==> src/sv/fmr_pkg.sv <==
package fmr_pkg;

	localparam int TIME_BITS_DEF = 64;
	localparam int IN_W = 64;
	localparam int CFG_W = 34;
	localparam int IDX_W = 2;
	localparam int RES_W = 32;
	localparam int MUL_W = 34;
	localparam int CNTX_W = 46;

	localparam logic [IDX_W-1:0] REG_WINDOW_LENGTH = 2'd0;
	localparam logic [IDX_W-1:0] REG_STALE_LIMIT = 2'd1;

	localparam logic [CFG_W-1:0] WINDOW_RESET = 34'd250000000;
	localparam logic [CFG_W-1:0] STALE_RESET = 34'd1000000000;

	localparam logic [MUL_W-1:0] FPS_NUM = 34'd10000000000;
	localparam logic [13:0] TIME_DIV = 14'd10000;
	localparam logic [RES_W-1:0] SAT32 = 32'hFFFF_FFFF;

	typedef struct packed {
		logic busy;
		logic done;
	} div_stat_t;

endpackage

==> src/sv/fmr_div.sv <==
module fmr_div #(
	parameter int TIME_BITS = fmr_pkg::TIME_BITS_DEF,
	parameter int DW = (TIME_BITS > fmr_pkg::CNTX_W) ? TIME_BITS : fmr_pkg::CNTX_W
) (
	input  logic                          clk,
	input  logic                          arst_n,
	input  logic                          start,
	input  logic [TIME_BITS-1:0]          a,
	input  logic [fmr_pkg::MUL_W-1:0]     b,
	input  logic [DW-1:0]                 d,
	output logic [fmr_pkg::RES_W-1:0]     result,
	output fmr_pkg::div_stat_t            stat
);
	import fmr_pkg::*;

	localparam int NUM_W = TIME_BITS + MUL_W;
	localparam int SW = $clog2(NUM_W + 1);

	typedef enum logic [3:0] {
		D_IDLE = 4'b0001,
		D_MUL  = 4'b0010,
		D_DIV  = 4'b0100,
		D_RND  = 4'b1000
	} dstate_t;

	dstate_t phase_q;
	logic [SW-1:0] step_q;
	logic [TIME_BITS-1:0] a_q;
	logic [MUL_W-1:0] b_q;
	logic [DW-1:0] d_q;
	logic [NUM_W-1:0] prod_q;
	logic [DW-1:0] rem_q;
	logic [RES_W:0] q_q;
	logic ovf_q;
	logic [RES_W-1:0] res_q;
	logic done_q;

	logic [NUM_W-1:0] addend;
	logic [DW:0] shifted;
	logic [DW:0] diff;
	logic take;
	logic half;
	logic [RES_W:0] rounded;

	always_comb begin
		addend = b_q[MUL_W-1] ? NUM_W'(a_q) : '0;
		shifted = {rem_q, prod_q[NUM_W-1]};
		diff = shifted - {1'b0, d_q};
		take = shifted >= {1'b0, d_q};
		half = {rem_q, 1'b0} >= {1'b0, d_q};
		rounded = {1'b0, q_q[RES_W-1:0]} + (RES_W+1)'(half);
	end

	always_ff @(posedge clk or negedge arst_n) begin
		if (!arst_n) begin
			phase_q <= D_IDLE;
			step_q <= '0;
			done_q <= 1'b0;
		end else begin
			done_q <= (phase_q == D_RND);
			case (phase_q)
				D_IDLE: begin
					if (start) begin
						phase_q <= D_MUL;
						step_q <= '0;
					end
				end
				D_MUL: begin
					if (step_q == SW'(MUL_W - 1)) begin
						phase_q <= D_DIV;
						step_q <= '0;
					end else begin
						step_q <= step_q + SW'(1);
					end
				end
				D_DIV: begin
					if (step_q == SW'(NUM_W - 1)) begin
						phase_q <= D_RND;
						step_q <= '0;
					end else begin
						step_q <= step_q + SW'(1);
					end
				end
				D_RND: begin
					phase_q <= D_IDLE;
				end
				default: begin
					phase_q <= D_IDLE;
				end
			endcase
		end
	end

	// operands and partial results
	always_ff @(posedge clk) begin
		case (phase_q)
			D_IDLE: begin
				if (start) begin
					a_q <= a;
					b_q <= b;
					d_q <= d;
					prod_q <= '0;
					rem_q <= '0;
					q_q <= '0;
					ovf_q <= 1'b0;
				end
			end
			D_MUL: begin
				prod_q <= {prod_q[NUM_W-2:0], 1'b0} + addend;
				b_q <= {b_q[MUL_W-2:0], 1'b0};
			end
			D_DIV: begin
				prod_q <= {prod_q[NUM_W-2:0], 1'b0};
				if (take) begin
					rem_q <= diff[DW-1:0];
				end else begin
					rem_q <= shifted[DW-1:0];
				end
				q_q <= {q_q[RES_W-1:0], take};
				ovf_q <= ovf_q | q_q[RES_W];
			end
			D_RND: begin
				if (d_q == '0) begin
					res_q <= '0;
				end else if (ovf_q || q_q[RES_W] || rounded[RES_W]) begin
					res_q <= SAT32;
				end else begin
					res_q <= rounded[RES_W-1:0];
				end
			end
			default: begin
			end
		endcase
	end

	assign result = res_q;
	assign stat.busy = (phase_q != D_IDLE);
	assign stat.done = done_q;

endmodule

==> src/sv/frame_rate_meter.sv <==
// frame rate meter
// s_* carries one request: tuser is the kind (0 frame, 1 display refresh), tdata the
// time in ns, of which the low TIME_BITS bits are used and zero means unset.
// m_* returns one result per request with six 32-bit values packed in tdata.
// cfg_* writes window_length_ns (index 0) or stale_limit_ns (index 1); it is
// always ready and is meant to be used while the block is idle.
// a refresh, or a frame that updates neither the gap nor the window values, goes
// from evaluation straight to the done state. a frame runs up to four rounded
// divisions on one shared shift/subtract unit, each with a start, 34 multiply steps,
// TIME_BITS+34 divide steps, a rounding step and a done strobe: four when the frame
// updates both the gap and the window values, two when it updates only one of them.
// s_tready is high only while the block is idle, so no request is taken until the
// last one reaches the done state; a finished result sits in the output register,
// so the next request is taken while that result waits.
// when the receiver stalls, the next result waits inside until the output frees.
// reset clears all stores to zero and loads the default register values.
module frame_rate_meter #(
	parameter int TIME_BITS = fmr_pkg::TIME_BITS_DEF
) (
	input  logic                          clk,
	input  logic                          arst_n,
	input  logic                          s_tvalid,
	output logic                          s_tready,
	input  logic [fmr_pkg::IN_W-1:0]      s_tdata,   // event time in ns
	input  logic                          s_tuser,   // kind
	output logic                          m_tvalid,
	input  logic                          m_tready,
	// shown_fps_tenths, display_time_hundredths, window_fps_tenths,
	// window_time_hundredths, interval_fps_tenths, interval_time_hundredths
	output logic [6*fmr_pkg::RES_W-1:0]   m_tdata,
	input  logic                          cfg_valid,
	output logic                          cfg_ready,
	input  logic [fmr_pkg::IDX_W-1:0]     cfg_index,
	input  logic [fmr_pkg::CFG_W-1:0]     cfg_data
);
	import fmr_pkg::*;

	localparam int DW = (TIME_BITS > CNTX_W) ? TIME_BITS : CNTX_W;

	typedef enum logic [3:0] {
		ST_IDLE = 4'b0001,
		ST_EVAL = 4'b0010,
		ST_OPS  = 4'b0100,
		ST_DONE = 4'b1000
	} state_t;

	typedef enum logic [1:0] {
		OP_IFPS  = 2'd0,
		OP_ITIME = 2'd1,
		OP_AFPS  = 2'd2,
		OP_ATIME = 2'd3
	} op_t;

	state_t state_q;
	op_t op_q;
	logic start_q;
	logic do_avg_q;

	logic [CFG_W-1:0] wlen_q;
	logic [CFG_W-1:0] stale_q;

	logic [TIME_BITS-1:0] now_q;
	logic kind_q;
	logic [TIME_BITS-1:0] prev_q;
	logic [TIME_BITS-1:0] wstart_q;
	logic [RES_W-1:0] wcnt_q;
	logic [RES_W-1:0] avg_fps_q;
	logic [RES_W-1:0] avg_time_q;
	logic [RES_W-1:0] inst_fps_q;
	logic [RES_W-1:0] inst_time_q;
	logic [RES_W-1:0] shown_fps_q;
	logic [RES_W-1:0] shown_time_q;

	logic [TIME_BITS-1:0] gap_q;
	logic [TIME_BITS-1:0] elap_q;
	logic [RES_W-1:0] cntw_q;
	logic [CNTX_W-1:0] cntx_q;

	logic m_tvalid_q;
	logic [6*RES_W-1:0] m_tdata_q;

	logic [TIME_BITS-1:0] start_eff;
	logic [RES_W-1:0] cnt_eff;
	logic do_inst;
	logic [TIME_BITS-1:0] gap;
	logic [TIME_BITS-1:0] elapsed;
	logic close_win;
	logic avg_ok;
	logic [TIME_BITS-1:0] age;
	logic fresh;
	logic out_free;
	logic start_d;

	logic [TIME_BITS-1:0] div_a;
	logic [MUL_W-1:0] div_b;
	logic [DW-1:0] div_d;
	logic [RES_W-1:0] div_res;
	div_stat_t div_stat;

	always_comb begin
		start_eff = (wstart_q == '0) ? now_q : wstart_q;
		cnt_eff = ((wstart_q == '0) ? '0 : wcnt_q) + RES_W'(1);
		do_inst = (prev_q != '0) && (now_q > prev_q);
		gap = now_q - prev_q;
		elapsed = now_q - start_eff;
		close_win = elapsed >= TIME_BITS'(wlen_q);
		avg_ok = (elapsed != '0) && (cnt_eff != '0);
		age = now_q - wstart_q;
		fresh = (wstart_q != '0) && (age <= TIME_BITS'(stale_q)) && (avg_fps_q != '0);
		out_free = !m_tvalid_q || m_tready;
	end

	// divider start for the next operation
	always_comb begin
		start_d = 1'b0;
		case (state_q)
			ST_EVAL: begin
				start_d = !kind_q && (do_inst || (close_win && avg_ok));
			end
			ST_OPS: begin
				if (div_stat.done) begin
					start_d = (op_q == OP_IFPS) || (op_q == OP_AFPS) ||
						((op_q == OP_ITIME) && do_avg_q);
				end
			end
			default: begin
			end
		endcase
	end

	always_comb begin
		case (op_q)
			OP_IFPS: begin
				div_a = TIME_BITS'(1);
				div_b = FPS_NUM;
				div_d = DW'(gap_q);
			end
			OP_ITIME: begin
				div_a = gap_q;
				div_b = MUL_W'(1);
				div_d = DW'(TIME_DIV);
			end
			OP_AFPS: begin
				div_a = TIME_BITS'(cntw_q);
				div_b = FPS_NUM;
				div_d = DW'(elap_q);
			end
			OP_ATIME: begin
				div_a = elap_q;
				div_b = MUL_W'(1);
				div_d = DW'(cntx_q);
			end
			default: begin
				div_a = '0;
				div_b = '0;
				div_d = '0;
			end
		endcase
	end

	fmr_div #(
		.TIME_BITS(TIME_BITS),
		.DW(DW)
	) u_div (
		.clk(clk),
		.arst_n(arst_n),
		.start(start_q),
		.a(div_a),
		.b(div_b),
		.d(div_d),
		.result(div_res),
		.stat(div_stat)
	);

	// config registers
	always_ff @(posedge clk or negedge arst_n) begin
		if (!arst_n) begin
			wlen_q <= WINDOW_RESET;
			stale_q <= STALE_RESET;
		end else if (cfg_valid) begin
			case (cfg_index)
				REG_WINDOW_LENGTH: wlen_q <= cfg_data;
				REG_STALE_LIMIT: stale_q <= cfg_data;
				default: begin
				end
			endcase
		end
	end

	// sequencer and stores
	always_ff @(posedge clk or negedge arst_n) begin
		if (!arst_n) begin
			state_q <= ST_IDLE;
			op_q <= OP_IFPS;
			start_q <= 1'b0;
			do_avg_q <= 1'b0;
			prev_q <= '0;
			wstart_q <= '0;
			wcnt_q <= '0;
			avg_fps_q <= '0;
			avg_time_q <= '0;
			inst_fps_q <= '0;
			inst_time_q <= '0;
			shown_fps_q <= '0;
			shown_time_q <= '0;
			m_tvalid_q <= 1'b0;
		end else begin
			start_q <= start_d;
			if (state_q == ST_DONE && out_free) begin
				m_tvalid_q <= 1'b1;
			end else if (m_tready) begin
				m_tvalid_q <= 1'b0;
			end
			case (state_q)
				ST_IDLE: begin
					if (s_tvalid) begin
						state_q <= ST_EVAL;
					end
				end
				ST_EVAL: begin
					if (!kind_q) begin
						prev_q <= now_q;
						do_avg_q <= close_win && avg_ok;
						if (close_win) begin
							wstart_q <= now_q;
							wcnt_q <= '0;
							if (!avg_ok) begin
								avg_fps_q <= '0;
								avg_time_q <= '0;
							end
						end else begin
							wstart_q <= start_eff;
							wcnt_q <= cnt_eff;
						end
						if (do_inst) begin
							op_q <= OP_IFPS;
							state_q <= ST_OPS;
						end else if (close_win && avg_ok) begin
							op_q <= OP_AFPS;
							state_q <= ST_OPS;
						end else begin
							state_q <= ST_DONE;
						end
					end else begin
						shown_fps_q <= fresh ? avg_fps_q : '0;
						shown_time_q <= fresh ? avg_time_q : '0;
						state_q <= ST_DONE;
					end
				end
				ST_OPS: begin
					if (div_stat.done) begin
						case (op_q)
							OP_IFPS: begin
								inst_fps_q <= div_res;
								op_q <= OP_ITIME;
							end
							OP_ITIME: begin
								inst_time_q <= div_res;
								if (do_avg_q) begin
									op_q <= OP_AFPS;
								end else begin
									state_q <= ST_DONE;
								end
							end
							OP_AFPS: begin
								avg_fps_q <= div_res;
								op_q <= OP_ATIME;
							end
							OP_ATIME: begin
								avg_time_q <= div_res;
								state_q <= ST_DONE;
							end
							default: begin
								state_q <= ST_DONE;
							end
						endcase
					end
				end
				ST_DONE: begin
					if (out_free) begin
						state_q <= ST_IDLE;
					end
				end
				default: begin
					state_q <= ST_IDLE;
				end
			endcase
		end
	end

	// request capture, operands and result payload
	always_ff @(posedge clk) begin
		if (state_q == ST_IDLE && s_tvalid) begin
			now_q <= s_tdata[TIME_BITS-1:0];
			kind_q <= s_tuser;
		end
		if (state_q == ST_EVAL) begin
			gap_q <= gap;
			elap_q <= elapsed;
			cntw_q <= cnt_eff;
		end
		cntx_q <= CNTX_W'(cntw_q) * CNTX_W'(TIME_DIV);
		if (state_q == ST_DONE && out_free) begin
			m_tdata_q <= {
				(inst_time_q != '0) ? inst_time_q : avg_time_q,
				(inst_fps_q != '0) ? inst_fps_q : avg_fps_q,
				avg_time_q,
				avg_fps_q,
				shown_time_q,
				shown_fps_q
			};
		end
	end

	assign s_tready = (state_q == ST_IDLE);
	assign m_tvalid = m_tvalid_q;
	assign m_tdata = m_tdata_q;
	assign cfg_ready = 1'b1;

	a_no_request_while_busy: assert property (@(posedge clk) disable iff (!arst_n)
		s_tready |-> !div_stat.busy)
		else $error("request taken while divider busy");

	a_start_only_idle_unit: assert property (@(posedge clk) disable iff (!arst_n)
		start_q |-> !div_stat.busy && state_q == ST_OPS)
		else $error("divider started while busy");

	a_done_in_ops: assert property (@(posedge clk) disable iff (!arst_n)
		div_stat.done |-> state_q == ST_OPS)
		else $error("divider result with no operation pending");

	a_accept_leaves_idle: assert property (@(posedge clk) disable iff (!arst_n)
		s_tvalid && s_tready |=> state_q == ST_EVAL)
		else $error("request not evaluated");

endmodule

==> config.mk <==
export PLATFORM = sky130hd
export DESIGN_NAME = frame_rate_meter
export DESIGN_NICKNAME = d
export VERILOG_FILES = /design/src/sv/fmr_pkg.sv /design/src/sv/fmr_div.sv /design/src/sv/frame_rate_meter.sv
export SDC_FILE = /design/constraint.sdc
export NUM_CORES = 2
export LEC_CHECK = 0
export BUFFER_PORTS_ARGS = -buffer_cell sky130_fd_sc_hd__clkbuf_2
export CAP_MARGIN = 40
export CORE_MARGIN = 5
export CORE_UTILIZATION = 54
export DETAILED_ROUTE_END_ITERATION = 10
export PLACE_DENSITY = 0.71
export SYNTH_ARGS = -nofsm -noshare
export SYNTH_HDL_FRONTEND = slang
export SYNTH_SLANG_ARGS = --single-unit
==> constraint.sdc <==
create_clock -name clk -period 15.95 [get_ports clk]
set_input_delay 1.595 -clock clk [delete_from_list [all_inputs] [get_ports clk]]
set_output_delay 1.595 -clock clk [all_outputs]
set_load 0.05 [all_outputs]
==> results.toml <==
[logic_synthesis]
syn-mean-instance-area_um2 = 10.4
synth_nets = 8039
synth_cells = 7336
synth_cell_types = 99
netlist_area_um2 = 76400
ys.flop_type = "edfxtp_1"
synth_seq_cells = 1290
synth_edf_count = 807
synthArstFlopShare_pct = 34.2
yosys_warnings = 0
synth-seq-area-share_pct = 47.3

[floorplan]
num_rows = 138
core-area_um2 = 141000
die_w_um = 386
initial_core_util_pct = 54.1
die_h_um = 386
ioPinCount = 301
die_area_um2 = 149000

[clocking]
cts_tree = "built"
cts_max_level = 4
holdBufCountCts = 0
cts_buffers = 140
worstSkewPairLatency_ns = 0.83
cts.path.max_buffers = 3
post-cts-setup-buffers = 0
clock-sinks = 1290
cts-root-buf = "clkbuf_16"
cts.reportedPaths.clkPinSlew_ns = 0.06
cts_resized = 0

[worst_setup_path]
regToRegStartpoint = "wstart_q[14]"
setup.worst_path.end_class = "register"
critPathBufInv = 3
cp.required_ns = 16.62
critical_path.top_delay_family = "simple AND/OR/NAND/NOR gates"
slowest_delay_ns = 0.69
startpoint = "wstart_q[14]"
cp.arrival_ns = 10.18
cpMaxStageDelayCell = "buf_4"
worstSetupPathType = "register to register"
crit_top_cell = "a21oi_1"
start_kind = "register"
critPathMaxFanout = 70

[sta]
finClkSkew_ns = 0.0647
final.setup.worst_slack_ns = 6.44
fmax_mhz = 105
max_slew.worst_pin.slew_ns = 1.05
drv_slew = 0
period_minus_slack_ns = 9.51
slew_headroom_pct = 30.3
fin_setup_tns_ns = 0
finalHoldViolations = 0
setup_viol = 0
fin_crit_sh_pct = 59.6
rsz0062_at_grt = "no"

[global_route]
grt_pass1_wl_um = 330000
grtUsageTotal_pct = 28.4
grt_overflow = 0
antenna_found_initial = 6
grt_max_degree = 167
grt_pass1_vias = 56100

[detailed_routing]
initialDrtViolationCount = 5137
via_count = 57600
finalWirelength_um = 214000
ant_nets = 0
dr.pass1.iters = 8
drc = 0
vias_per_cell = 6.03
drt-wirelength-per-cell_um = 22.4

[final_layout]
area_growth_pct = 11.1
fin_nets = 8256
n_fill_cell = 11700
seq_area_um2 = 36100
multi_input_area_um2 = 36800
layout.cells.most_common = "edfxtp_1"
mostFrequentLayoutCells = "807 x edfxtp_1, 632 x inv_1, 566 x nand2_1"
drive_gt1_share_pct = 11.4

[min_path]
min_path_type = "register to register"
min_from = "shown_time_q[21]"

[power]
cellPowerDensity_nw_per_um2 = 220
p_leak_nw = 37.4
worst_ir_drop_vdd_v = 0.000220

[place]
dp_hpwl_um = 162000
port_buffers = 299
place_congestion = 0.984
dp_slack_ns = 6.58

[status]
outcome = "complete, no violations"

[job]
drv_cap = 0
[per-layer routing]
layer	track usage (%)	vias to the layer above	share of wire [%]
met1	38.5	28300	43
met2	46.9	1875	47
met5	0	-	0.031
met3	4.22	353	6.0
li1	-	27100	-
met4	9.82	10	3.7
[kinds of logic after synthesis]
logic type / share of synthesized area [%]
other cells: 0.00491
flops: 47.3
compound gates: 16.9
mux: 3.69
fa+ha+maj: 10.6
buf+inv: 4.74
xor+xnor: 4.19
simple gates: 12.5
[registers in the layout (all words and copies together) (netlist names), 42 cells and up]
register      count
prev_q           64
u_div.rem_q      64
m_tdata         192
elap_q           64
u_div.prod_q     98
now_q            64
wstart_q         64
cntx_q           42
u_div.a_q        64
u_div.d_q        64
gap_q            64
[metrics by stage]
stage | hold slack [ns] | area [um^2] | std cells | utilization (%) | power (W)
after floorplan | 0.425 | 76400 | 7336 | - | 0.0123
after global placement | 0.428 | 79700 | 9286 | 56.5 | 0.0149
after detailed placement | 0.432 | 79900 | 9301 | 56.6 | 0.0151
after CTS | 0.434 | 84800 | 9560 | 60.1 | 0.0186
after global routing | 0.455 | 84800 | 9560 | 60.1 | 0.0201
final | 0.447 | 84800 | 9564 | 60.1 | 0.0187
[worst register-to-register path, delay by kind of cell, from the launching register on]
family	cells	cell delay, ns
DFF	1	0.50
muxes	1	0.47
xor gates and xnor gates	1	0.34
adders and majority gates	2	0.85
buffers and inverters	3	1.29
and+or+nand+nor	12	3.34
AOI/OAI and AO/OA	13	2.61
[cell usage after synthesis, types with 32 or more instances]
library cell / count / area share [%]
o31ai_1: 37 / 0.36
or3_1: 84 / 0.69
fa_1: 87 / 2.3
and2_1: 164 / 1.3
clkbuf_1: 249 / 1.2
mux2_2: 120 / 1.8
nor2b_1: 49 / 0.40
and3_1: 55 / 0.45
o21ai_0: 457 / 3.0
a31oi_1: 51 / 0.42
nand3_1: 142 / 0.93
xor2_1: 150 / 1.7
a211oi_1: 43 / 0.42
a21oi_1: 494 / 3.2
a22o_1: 178 / 2.0
a222oi_1: 32 / 0.42
dfrtp_1: 413 / 14
o21a_1: 46 / 0.45
nor2_1: 402 / 2.0
nor4_1: 116 / 0.95
a22oi_1: 43 / 0.42
nand4_1: 123 / 1.0
a21o_1: 326 / 3.2
xnor2_1: 215 / 2.5
dfxtp_1: 42 / 1.1
mux2i_1: 53 / 0.69
o21bai_1: 64 / 0.63
inv_1: 635 / 3.1
edfxtp_1: 807 / 32
mux2_4: 60 / 1.2
nand2b_1: 65 / 0.53
nor3_1: 78 / 0.51
ha_1: 510 / 8.4
nand2_1: 568 / 2.8
[where the power goes]
part	total [W]	switching, W	internal [W]
sequential	0.00492	0.000535	0.00438
combinational	0.0103	0.00627	0.00407
clock	0.00343	0.00143	0.00199
total	0.0187	0.00824	0.0104
[path summary, 6_finish.rpt]
path | end | slack (ns) | depth (start not counted)
max in group asynchronous | u_div.phase_q[3] | 12.94 | 3
min reg2reg | m_tdata[53] | 0.45 | 0
max reg2reg | wstart_q[36] | 6.44 | 32
max | wstart_q[36] | 6.44 | 32
min in group asynchronous | wlen_q[3] | 0.86 | 1
min | m_tdata[53] | 0.45 | 0
[layout make-up]
type | count | share of cell area (%)
sequential | 1290 | 42.6
tap | 1890 | 2.79
antenna | 4 | 0.0118
multi-input combinational | 5103 | 43.3
clock inverter | 85 | 1.42
inverter | 636 | 2.83
clock buffer | 174 | 4.45
timing repair buffer | 382 | 2.59
(Power assumes the default switching activity.)
